### config.mk
export PLATFORM = sky130hd
export DESIGN_NAME = page_table_frame_allocator
export DESIGN_NICKNAME = d
export VERILOG_FILES = /design/src/rtl/ptfa_pkg.sv /design/src/rtl/ptfa_ctrl.sv /design/src/rtl/ptfa_datapath.sv /design/src/rtl/page_table_frame_allocator.sv
export SDC_FILE = /design/constraint.sdc
export NUM_CORES = 1
export LEC_CHECK = 0
export ABC_AREA = 1
export CAP_MARGIN = 10
export CORE_MARGIN = 1
export CORE_UTILIZATION = 49
export DETAILED_ROUTE_END_ITERATION = 8
export DONT_BUFFER_PORTS = 1
export HOLD_SLACK_MARGIN = 0.1
export PLACE_DENSITY = 0.64
export SYNTH_ARGS = -nofsm -noshare
export SYNTH_HDL_FRONTEND = slang
export SYNTH_SLANG_ARGS = --single-unit
### constraint.sdc
create_clock -name clk -period 2.4 [get_ports clk]
set_input_delay 0.48 -clock clk [delete_from_list [all_inputs] [get_ports clk]]
set_output_delay 0.48 -clock clk [all_outputs]
set_load 0.01 [all_outputs]
### src/rtl/ptfa_pkg.sv
`timescale 1ns / 1ps
// ----------------------------------------------------------------------------
// ptfa_pkg
// Shared types and constants for the page table and frame allocator.
// ----------------------------------------------------------------------------
package ptfa_pkg;

    localparam int PAGE_SIZE   = 4;
    localparam int FRAME_COUNT = 8;
    localparam int PAGE_COUNT  = 16;

    localparam int OFFSET_W = $clog2(PAGE_SIZE);
    localparam int FRAME_W  = $clog2(FRAME_COUNT);
    localparam int PAGE_W   = $clog2(PAGE_COUNT);
    localparam int VADDR_W  = PAGE_W + OFFSET_W;
    localparam int PADDR_W  = FRAME_W + OFFSET_W;

    typedef enum logic [0:0] {
        CMD_ALLOCATE  = 1'b0,
        CMD_TRANSLATE = 1'b1
    } ptfa_cmd_t;

    typedef enum logic [1:0] {
        ST_ALLOCATED  = 2'd0,
        ST_NO_FRAME   = 2'd1,
        ST_TRANSLATED = 2'd2,
        ST_FAULT      = 2'd3
    } ptfa_status_t;

    typedef enum logic [0:0] {
        S_IDLE = 1'b0,
        S_EXEC = 1'b1
    } ptfa_state_t;

    typedef struct packed {
        logic capture;
        logic exec;
        logic commit_alloc;
    } ptfa_ctrl_t;

    typedef struct packed {
        logic is_translate;
        logic frame_free;
    } ptfa_dp_status_t;

endpackage

### src/rtl/ptfa_ctrl.sv
`timescale 1ns / 1ps
// ----------------------------------------------------------------------------
// ptfa_ctrl
// Controller that sequences capture, execution and result hand-off.
// ----------------------------------------------------------------------------
module ptfa_ctrl (
    input  logic                       clk,
    input  logic                       rst_n,
    input  logic                       in_valid,
    output logic                       in_stall,
    output logic                       out_valid,
    input  logic                       out_stall,
    input  ptfa_pkg::ptfa_dp_status_t  sts,
    output ptfa_pkg::ptfa_ctrl_t       cmd
);
    import ptfa_pkg::*;

    ptfa_state_t state_reg;
    ptfa_state_t state_next;
    logic        out_valid_reg;
    logic        out_valid_next;
    logic        out_free;

    always_ff @(posedge clk or negedge rst_n)
    begin
        if (!rst_n)
        begin
            state_reg     <= S_IDLE;
            out_valid_reg <= 1'b0;
        end
        else
        begin
            state_reg     <= state_next;
            out_valid_reg <= out_valid_next;
        end
    end

    assign out_free = !out_valid_reg || !out_stall;

    always_comb
    begin
        state_next       = state_reg;
        out_valid_next   = out_valid_reg && out_stall;
        cmd.capture      = 1'b0;
        cmd.exec         = 1'b0;
        cmd.commit_alloc = 1'b0;
        in_stall         = 1'b1;
        case (state_reg)
            S_IDLE:
            begin
                in_stall = 1'b0;
                if (in_valid)
                begin
                    cmd.capture = 1'b1;
                    state_next  = S_EXEC;
                end
            end
            S_EXEC:
            begin
                if (out_free)
                begin
                    cmd.exec         = 1'b1;
                    cmd.commit_alloc = !sts.is_translate && sts.frame_free;
                    out_valid_next   = 1'b1;
                    state_next       = S_IDLE;
                end
            end
            default:
            begin
                state_next = S_IDLE;
            end
        endcase
    end

    assign out_valid = out_valid_reg;

    a_exec_in_exec: assert property (@(posedge clk) disable iff (!rst_n)
        cmd.exec |-> state_reg == S_EXEC)
        else $error("execute issued outside the execute state");

    a_exec_gives_result: assert property (@(posedge clk) disable iff (!rst_n)
        cmd.exec |=> out_valid_reg)
        else $error("executed item did not produce a result");

    a_commit_only_alloc: assert property (@(posedge clk) disable iff (!rst_n)
        cmd.commit_alloc |-> (cmd.exec && !sts.is_translate && sts.frame_free))
        else $error("allocation committed without a free frame");

    a_accept_to_exec: assert property (@(posedge clk) disable iff (!rst_n)
        (in_valid && !in_stall) |=> state_reg == S_EXEC)
        else $error("accepted item not taken to execution");

endmodule

### src/rtl/ptfa_datapath.sv
`timescale 1ns / 1ps
// ----------------------------------------------------------------------------
// ptfa_datapath
// Request registers, frame busy bits, page map and result registers.
// ----------------------------------------------------------------------------
module ptfa_datapath (
    input  logic                            clk,
    input  logic                            rst_n,
    input  ptfa_pkg::ptfa_ctrl_t            cmd,
    output ptfa_pkg::ptfa_dp_status_t       sts,
    input  logic                            command,
    input  logic [ptfa_pkg::PAGE_W-1:0]     page_number,
    input  logic [ptfa_pkg::VADDR_W-1:0]    virtual_address,
    output logic [1:0]                      status,
    output logic [ptfa_pkg::FRAME_W-1:0]    frame_number,
    output logic [ptfa_pkg::PADDR_W-1:0]    physical_address,
    output logic [ptfa_pkg::PAGE_W-1:0]     fault_page
);
    import ptfa_pkg::*;

    logic                  cmd_reg;
    logic [PAGE_W-1:0]     page_reg;
    logic [VADDR_W-1:0]    vaddr_reg;

    logic [FRAME_COUNT-1:0] busy_reg;
    logic [PAGE_COUNT-1:0]  map_valid_reg;
    logic [FRAME_W-1:0]     map_frame_reg [PAGE_COUNT];

    logic [1:0]            status_reg;
    logic [FRAME_W-1:0]    frame_reg;
    logic [PADDR_W-1:0]    paddr_reg;
    logic [PAGE_W-1:0]     fpage_reg;

    logic [FRAME_W-1:0]    free_idx;
    logic                  free_any;
    logic [PAGE_W-1:0]     vpage;
    logic [OFFSET_W-1:0]   offset;
    logic [FRAME_W-1:0]    hit_frame;
    logic                  hit;

    always_comb
    begin
        free_idx = '0;
        free_any = 1'b0;
        for (int f = FRAME_COUNT - 1; f >= 0; f--)
        begin
            if (!busy_reg[f])
            begin
                free_idx = FRAME_W'(f);
                free_any = 1'b1;
            end
        end
    end

    assign vpage     = vaddr_reg[VADDR_W-1:OFFSET_W];
    assign offset    = vaddr_reg[OFFSET_W-1:0];
    assign hit       = map_valid_reg[vpage];
    assign hit_frame = map_frame_reg[vpage];

    assign sts.is_translate = (cmd_reg == CMD_TRANSLATE);
    assign sts.frame_free   = free_any;

    always_ff @(posedge clk)
    begin
        if (cmd.capture)
        begin
            cmd_reg   <= command;
            page_reg  <= page_number;
            vaddr_reg <= virtual_address;
        end
        if (cmd.commit_alloc)
        begin
            map_frame_reg[page_reg] <= free_idx;
        end
        if (cmd.exec)
        begin
            if (cmd_reg == CMD_TRANSLATE)
            begin
                fpage_reg <= vpage;
                if (hit)
                begin
                    status_reg <= ST_TRANSLATED;
                    frame_reg  <= hit_frame;
                    paddr_reg  <= {hit_frame, offset};
                end
                else
                begin
                    status_reg <= ST_FAULT;
                    frame_reg  <= '0;
                    paddr_reg  <= '0;
                end
            end
            else
            begin
                fpage_reg <= page_reg;
                paddr_reg <= '0;
                if (free_any)
                begin
                    status_reg <= ST_ALLOCATED;
                    frame_reg  <= free_idx;
                end
                else
                begin
                    status_reg <= ST_NO_FRAME;
                    frame_reg  <= '0;
                end
            end
        end
    end

    always_ff @(posedge clk or negedge rst_n)
    begin
        if (!rst_n)
        begin
            busy_reg      <= '0;
            map_valid_reg <= '0;
        end
        else if (cmd.commit_alloc)
        begin
            busy_reg[free_idx]      <= 1'b1;
            map_valid_reg[page_reg] <= 1'b1;
        end
    end

    assign status           = status_reg;
    assign frame_number     = frame_reg;
    assign physical_address = paddr_reg;
    assign fault_page       = fpage_reg;

endmodule

### src/rtl/page_table_frame_allocator.sv
`timescale 1ns / 1ps
// An accepted item is captured in the request registers, then executed into the
// result registers. Capture and execution are separate controller steps: no new
// item is taken until it executes, and execution waits while the result is held.
// Reset frees every frame and invalidates every page mapping at once.
// ----------------------------------------------------------------------------
// page_table_frame_allocator
// Single-level page table with a lowest-free-frame allocator.
// ----------------------------------------------------------------------------
module page_table_frame_allocator (
    input  logic                            clk,
    input  logic                            rst_n,
    input  logic                            in_valid,
    output logic                            in_stall,
    input  logic                            command,
    input  logic [ptfa_pkg::PAGE_W-1:0]     page_number,
    input  logic [ptfa_pkg::VADDR_W-1:0]    virtual_address,
    output logic                            out_valid,
    input  logic                            out_stall,
    output logic [1:0]                      status,
    output logic [ptfa_pkg::FRAME_W-1:0]    frame_number,
    output logic [ptfa_pkg::PADDR_W-1:0]    physical_address,
    output logic [ptfa_pkg::PAGE_W-1:0]     fault_page
);
    import ptfa_pkg::*;

    ptfa_ctrl_t      cmd;
    ptfa_dp_status_t sts;

    ptfa_ctrl u_ctrl (
        .clk       (clk),
        .rst_n     (rst_n),
        .in_valid  (in_valid),
        .in_stall  (in_stall),
        .out_valid (out_valid),
        .out_stall (out_stall),
        .sts       (sts),
        .cmd       (cmd)
    );

    ptfa_datapath u_datapath (
        .clk              (clk),
        .rst_n            (rst_n),
        .cmd              (cmd),
        .sts              (sts),
        .command          (command),
        .page_number      (page_number),
        .virtual_address  (virtual_address),
        .status           (status),
        .frame_number     (frame_number),
        .physical_address (physical_address),
        .fault_page       (fault_page)
    );

endmodule

# == Word-level counts from Yosys, hierarchy flattened ==
# Memories as Yosys holds them, arrays and structs flattened. A register that Yosys moved wholly into a read port is not among the register bits.
# Cells that the tools add are included.
# classes
n_lt_le_gt_ge,5
n_reduce_logical,9
mux,41
bitwise,3
# ops
cell,count
two-way mux 3 bit,11
two-way mux 1 bit,21
bitwise OR 16 bit,1
"less-than comparator 4 x 5 -> 1 bit, second input constant",2
two-way mux 4 bit,2
bitwise OR 8 bit,1
two-way mux 2 bit,3
binary-select mux 1 bit (select 4 bit),1
demux 1 bit (select 4 bit),1
">= comparator 4 x 1 -> 1 bit, second input constant",1
logical AND 1 bit,4
"less-than comparator 3 x 4 -> 1 bit, second input constant",1
demux 1 bit (select 3 bit),1
">= comparator 3 x 1 -> 1 bit, second input constant",1
zero test 1 bit,3
one-hot mux 1 bit (2 select lines),1
AND reduction 2 bit,1
logical OR 1 bit,1
inverter 1 bit,1
# totals
input_bits,15
mem_count,1
ramBits,48
reg_bits,51
out_inout_bits,16
# memory_table
memory,depth,word_bits,read_ports,rd_clocked_by_memory_dff,wr,line_no,source
u_datapath.map_frame_reg,16,3,1,1,1,ptfa_datapath.sv:27,logic [FRAME_W-1:0] map_frame_reg [PAGE_COUNT];

# == Longest topological paths before layout ==
# Gate-level depths: netlist of the first run.
# logic_depth
depth_word,13
depth_mapped,11
mapped_depth_nobuf,9

# == Modules after synthesis ==
# From an unflattened synthesis of the first run, not the netlist that was laid out.
# unflattened
hier_cells,438
area_unflattened_um2,4386.7
# by_module_without_submodules
mod,cells_per_inst,area_per_inst_um2,seq_area_each_um2,n_inst
ptfa_datapath,424,4287.9,2872.8,1
ptfa_ctrl,14,98.8,50.0,1

# == Least setup slack after synthesis of the first run ==
# Ideal clock, no wire load.
# synth_path
path_kind,flip-flop to flip-flop
startpoint,register u_datapath.busy_reg[5]
endpoint,"memory u_datapath.map_frame_reg[0][0] in the netlist's numbering, data pin"
n_path_buf,0
slack_ns,0.779
arrival_ns,1.302
period_less_slack_ns,1.621
path_stages_with_launch,6
path_cell_list,dfrtp_1 -> inv_1 -> a21oi_1 -> o21ai_0 -> nand2_1 -> a21oi_1
# synth_via
elab_chain_len,6
# synth_lines
item,line_no,source
start: declaration,ptfa_datapath.sv:25,logic [FRAME_COUNT-1:0] busy_reg;
start signal: assignment,ptfa_datapath.sv:115,busy_reg <= '0;
start signal: indexed assignment,ptfa_datapath.sv:120,busy_reg[free_idx] <= 1'b1;
two-way mux 3 bit (6 in series),ptfa_datapath.sv:47,if (!busy_reg[f])
named net u_datapath.free_idx[0],ptfa_datapath.sv:34,logic [FRAME_W-1:0] free_idx;
end: declaration,ptfa_datapath.sv:27,
# The timed path passes the listed nets, and every way through them passes these cells.

# == Worst setup path in the final report of the first run ==
# layout_path
startpoint,register u_ctrl.out_valid_reg (netlist: u_ctrl.out_valid)
endpoint,memory u_datapath.map_frame_reg[3][2] in the netlist's numbering (enable)
# layout_via
elab_chain_len,6
# layout_lines
item,line_no,source
start: declaration,ptfa_ctrl.sv:20,logic out_valid_reg;
start signal: assignment,ptfa_ctrl.sv:34,out_valid_reg <= out_valid_next;
zero test 1 bit,ptfa_ctrl.sv:38,assign out_free = !out_valid_reg || !out_stall;
logical OR 1 bit,ptfa_ctrl.sv:38,
two-way mux 2 bit,ptfa_ctrl.sv:60,if (out_free)
two-way mux 2 bit,ptfa_ctrl.sv:48,case (state_reg)
two-way mux 1 bit,ptfa_datapath.sv:71,if (cmd.commit_alloc)
two-way mux 1 bit (implied by the code),ptfa_datapath.sv:73,map_frame_reg[page_reg] <= free_idx;
# No other way between the ends.

==> run_results.csv, run 1 <==
group,metric,value,unit
routing,drt_pass1_iterations,4,
clocking,cts_sinks,103,
power,peakVddDrop,695,uV
grt,antenna_found_initial,0,
routing,via_count,2858,
routing,ant_nets,0,
clocking,cts_tree,"done",
worst_setup_path,required,2.44,ns
grt,grt_max_degree,27,
timing,fin_skew,0.0156,ns
placement,dp_slack,0.618,ns
synthesis,synth_cell_types,25,
timing,fin_crit,1.73,ns
clocking,cts-htree-levels,3,
worst_setup_path,crit_top_cell,"nand2_1",
placement,portBuffers,0,
synthesis,syn-num-nets,440,
routing,drc,0,
power,p_leak,0.00209,uW
layout,postLayoutCoreUtil,54.6,%
clocking,cts_inserted_buffers,9,
timing,tightest_slew,0.645,ns
synthesis,ys_seq_area_share,66.6,%
routing,wl_met3,500,um
layout,areaGrowthSynthToFinish,8.01,%
worst_setup_path,critPathSlowestCell,"dfrtp_1",
clocking,root_buffer,"clkbuf_8",
timing,fin_crit_sh,72.0,%
clocking,cts_hold_buffers,2,
grt,grt_pass1_wl,14.3,mm
outcome,status,"completed",
layout,layout.nets,450,
clocking,clk_pin_slew_worst_paths,0.10,ns
die,die-area,9340,um2
worst_setup_path,endpoint_kind,"register",
grt,grt-ovfl-total,0,
timing,slew_viol_final,0,
routing,wl_met2,3.95,mm
timing,max_freq,579,MHz
clocking,cts_buffer_depth,2,
layout,largest_reg_flops,48,
routing,highest_layer,"met4",
placement,routabilityCongestion,0.854,
worst_setup_path,critPathBufInv,0,
routing,drt_iter0_markers,175,
layout,final_area,4740,um2
worst_setup_path,worst-setup-path-type,"register to register",
synthesis,synth_warnings,0,
grt,grt_pass1_vias,2855,
worst_setup_path,crit_fanout,8,
synthesis,syn_area,4390,um2
run,maxCapViolCount,0,
die,fp.coreArea,8680,um2
power,finalPower,4640,uW
grt,track_usage,19.9,%
timing,hold_viol,0,
worst_setup_path,path_delay_family,"simple AND/OR/NAND/NOR gates",
timing,relSlewSlack,57.0,%
clocking,cts-resized-gates,0,
worst_setup_path,max_stage_delay,0.43,ns
placement,placed_area,4500,um2
timing,fin_ws,0.672,ns
layout,drive_gt1_share,8.18,%
clocking,worstSkewPairLatency,0.36,ns
worst_setup_path,crit_chain,"nand2_1, nand2_1, nor2_8, nand3_4, nor2_1",
die,initial_core_util,50.6,%
worst_setup_path,cp-start-kind,"register",
routing,drt-total-wl,8.61,mm
timing,finalSetupTns,0,ns
die,top_level_ports,31,
routing,avgViaCountPerCell,5.22,
timing,setup_viol_count_final,0,
worst_hold_path,min_path_type,"input port to register",
die,die_h,96.6,um
synthesis,netlist_instances,425,
routing,routedWlPerCell,15.7,um
timing,rsz0062_at_grt,"no",
worst_setup_path,worstPathArrival,1.77,ns
synthesis,ys_ff_latch,103,
die,fp-row-count,34,
routing,met1Wirelength,3.95,mm
die,die_w,96.6,um
layout,diodes,0,
placement,place_hpwl,5.95,mm
synthesis,post_synth.cell_area_avg,10.3,um2
power,p_per_area,979,nW/um2
clocking,cts_setup_buffers,0,
-- synth_stat cells --
cell	number	share of area, %
dfxtp_1	4	1.8
o21ai_1	12	1.4
nor2_8	1	0.46
a21oi_1	4	0.46
o211ai_1	1	0.17
edfxtp_1	73	50
inv_1	73	6.2
buf_4	3	0.51
nor3_2	1	0.23
nor2_1	22	1.9
nand2_1	121	10
inv_2	1	0.085
buf_6	3	0.77
nor3_1	1	0.11
nand3_4	4	1.6
nand3_1	52	5.9
o21ai_0	9	1.0
nand4_1	1	0.14
clkbuf_1	1	0.085
dfrtp_1	26	15
buf_2	2	0.23
o21bai_1	3	0.51
o21ai_2	4	0.80
inv_4	1	0.14
nand2_2	2	0.29
-- path summary, 6_finish.rpt --
path,start,endpoint,slack [ns],depth (start not counted)
min in group asynchronous,rst_n,u_datapath.busy_reg[5],0.54,2
setup reg to reg,u_ctrl.out_valid,u_datapath.map_frame_reg[3][2],0.67,5
hold / removal,virtual_address[1],u_datapath.vaddr_reg[1],0.21,0
max in group asynchronous,rst_n,u_datapath.map_valid_reg[4],1.69,2
setup / recovery,u_ctrl.out_valid,u_datapath.map_frame_reg[3][2],0.67,5
hold reg to reg,u_datapath.map_valid_reg[0],u_datapath.map_valid_reg[0],0.46,2
-- report_power, final --
group	internal [uW]	switching, uW
combinational	269	752
clock	587	565
sequential	2270	195
-- metal layers --
metal  vias up  track usage [%]
met2       106             30.6
met5         -                0
li1       1394                -
met3        22             3.83
met4         0             8.84
met1      1336             27.6
-- through the flow --
step | hold WS (ns) | instances
floorplan | 0.184 | 425
global placement | 0.185 | 530
detailed placement | 0.185 | 530
CTS | 0.200 | 548
global route | 0.187 | 548
finish | 0.208 | 548
-- cell families (layout without fill, tap and decap cells) --
kind of cell           Yosys count  in the layout  synth area share [%]
AND/OR/NAND/NOR                205            205                  21.0
flip-flops                     103            103                  66.6
buffers and inverters           84             99                  8.07
AO/OA/AOI/OAI                   33             33                  4.33
-- placed cells by master, fill, tap and decap left out --
cell type,Yosys,final
a21oi_1,4,4
buf_12,0,1
buf_4,3,6
bufinv_16,0,2
clkbuf_1,1,1
clkbuf_8,0,9
clkinv_2,0,3
dfrtp_1,26,26
dfxtp_1,4,4
dlygate4sd3_1,0,1
edfxtp_1,73,73
inv_1,73,73
inv_2,1,1
inv_4,1,1
inv_6,0,1
nand2_1,121,121
nand2_2,2,2
nand3_1,52,52
nand3_4,4,4
nand4_1,1,1
nor2_1,22,22
nor2_8,1,1
nor3_1,1,1
nor3_2,1,1
o211ai_1,1,1
o21ai_0,9,9
o21ai_1,12,12
o21ai_2,4,4
o21bai_1,3,3
-- area by class of cell --
cell class	instances	area [um2]
multi-input combinational	238	1110
tap	108	135
inverter	75	284
sequential	103	2920
fill	806	3940
clock buffer	10	128
timing repair buffer	8	75.1
clock inverter	6	83.8
No activity file was read; power rests on OpenSTA's default activity.
==> inputs of run 2 (changes only) <==
Clock period 2.4 ns to 1.6 ns, I/O delays scaled along.
==> run 2 against run 1 <==
Critical path depth grew 2. First-iteration DRC count is 2.9% lower. Clock skew shrank 0.0031 ns. Count of clock-buffer cells in the layout shrank 1. Global-route usage fell by 0.17 points. Wire length up 0.45%. Hold slack worse by 0.093 ns. Register-to-register slack lost 0.67 ns.
==> run_results.csv, run 2 (synthesis gave the netlist of run 1 again) <==
group,metric,value,unit
worst_setup_path,endpoint_kind,"register",
layout,areaGrowthSynthToFinish,17.1,%
grt,track_usage,19.7,%
timing,relSlewSlack,67.9,%
clocking,cts_tree,"done",
placement,portBuffers,0,
routing,drc,0,
worst_setup_path,cp-start-kind,"register",
layout,diodes,0,
clocking,cts_inserted_buffers,9,
timing,fin_crit_sh,99.8,%
routing,met1Wirelength,3.83,mm
routing,routedWlPerCell,14.7,um
routing,avgViaCountPerCell,4.99,
worst_setup_path,required,1.67,ns
die,fp-row-count,34,
layout,layout.nets,490,
worst_setup_path,worst-setup-path-type,"register to register",
layout,mostFrequentLayoutCell,"nand2_1",
die,fp.coreArea,8680,um2
worst_setup_path,worstReg2RegEnd,"u_datapath.map_frame_reg[11][1]",
clocking,clk_pin_slew_worst_paths,0.10,ns
grt,grt-ovfl-total,0,
routing,wl_met3,381,um
timing,hold_viol,0,
layout,layout_common_cells,"nand2_1 (120), inv_1 (73), edfxtp_1 (73)",
power,finalPower,7170,uW
grt,antenna_found_initial,0,
layout,largest_reg_flops,48,
clocking,root_buffer,"clkbuf_8",
timing,fin_ws,0.00297,ns
clocking,cts_buffer_depth,2,
timing,rsz0062_at_grt,"yes",
worst_setup_path,crit_fanout,6,
clocking,cts-htree-levels,3,
worst_setup_path,worstPathArrival,1.67,ns
outcome,status,"completed",
worst_hold_path,min_from,"virtual_address[4]",
routing,highest_layer,"met4",
timing,slew_viol_final,0,
grt,grt_pass1_vias,3027,
placement,place_hpwl,6.17,mm
power,peakVddDrop,988,uV
clocking,cts_sinks,103,
timing,tightest_slew,0.481,ns
timing,setup_viol_count_final,0,
power,p_per_area,1390,nW/um2
layout,drive_gt1_share,17.1,%
die,die_w,96.6,um
routing,drt_iter0_markers,170,
die,initial_core_util,50.6,%
die,top_level_ports,31,
worst_setup_path,r2r_start,"u_datapath.busy_reg[3]",
worst_setup_path,r2r_slack,0.003,ns
worst_hold_path,min_path_type,"input port to register",
grt,grt_pass1_wl,14.2,mm
layout,instances_no_fill,588,
routing,drt_pass1_iterations,6,
placement,routabilityCongestion,0.966,
routing,wl_met2,4.31,mm
grt,grt_max_degree,27,
timing,fin_skew,0.0125,ns
placement,dpl.cell_count,554,
clocking,worstSkewPairLatency,0.37,ns
timing,max_freq,626,MHz
run,maxCapViolCount,0,
power,p_leak,0.00225,uW
die,die-area,9340,um2
timing,fin_crit,1.60,ns
routing,via_count,2937,
routing,drt-total-wl,8.65,mm
worst_hold_path,whs_path_depth,2,
routing,ant_nets,0,
worst_setup_path,rr_worst_depth,7,
placement,dp_slack,-0.0182,ns
die,die_h,96.6,um
==> run 2: changes by cell type in the layout (fill, tap and decap cells not counted), moves of 2 or more <==
cell           previous run  this run
buf_4                     6        32
bufinv_16                 2         0
clkinv_2                  3         0
dlygate4sd3_1             1        14
inv_8                     0         3
nor2_1                   22         6
nor2_2                    0        10
nor2_4                    0         6
==> run 2: stage by stage <==
step           hold slack [ns]  util (%)  TNS [ns]  area [um2]
2_1_floorplan           0.0244         -         0        4390
3_3_place_gp            0.0250      54.0         0        4680
3_5_place_dp            0.0252      54.0   -0.0546        4680
4_1_cts                  0.101      58.1    -0.158        5040
5_1_grt                  0.112      59.2     -2.68        5140
6_report                 0.115      59.2         0        5140
==> run 2: worst max-delay path: stages, from the launching register on <==
cell	delay [ns]
dfrtp_1	0.41
nand4_1	0.11
inv_1	0.06
nand2_1	0.08
nand2_2	0.09
nor2_8	0.19
nand3_4	0.18
nor2_2	0.19
==> run 2: metal layers <==
| layer | global-route usage [%] | vias to the layer above |
|---|---|---|
| li1 | - | 1476 |
| met1 | 25.5 | 1387 |
| met2 | 33.4 | 59 |
| met3 | 2.96 | 15 |
| met4 | 7.92 | 0 |
| met5 | 0 | - |
==> run 2: where the power goes <==
part	total [uW]	switching, uW	internal (uW)
logic	1990	1300	689
clock network	1540	939	601
registers	3640	234	3410
total	7170	2470	4700
==> run 2: final cells by class <==
class                           instances  area, um2
Fill cell                             720       3540
Sequential cell                       103       2920
Multi-Input combinational cell        238       1190
Timing Repair Buffer                   48        412
Inverter                               75        287
Tap cell                              108        135
Clock buffer                            9        124
Clock inverter                          7       62.6
==> run 2: worst max path at each step <==
stage / start / endpoint / cells after the start
floorplan: u_ctrl.state_reg / u_datapath.cmd_reg / 1
global placement: u_datapath.busy_reg[3] / u_datapath.map_frame_reg[4][0] / 7
detailed placement: u_datapath.busy_reg[6] / u_datapath.map_frame_reg[6][0] / 7
CTS: u_datapath.busy_reg[6] / u_datapath.map_frame_reg[14][1] / 7
global route: u_datapath.busy_reg[3] / u_datapath.map_frame_reg[13][0] / 7
finish: u_datapath.busy_reg[3] / u_datapath.map_frame_reg[11][1] / 7
==> run 2: what timing repair did <==
| action | CTS | global route |
|---|---|---|
| gates resized for setup | 5 | 22 |
| hold buffers | 15 | 0 |
| endpoints found under the hold margin | 39 | 0 |
| pin swaps | 0 | 3 |
| setup endpoints to repair | 18 | 73 |
| setup buffers | 0 | 3 |
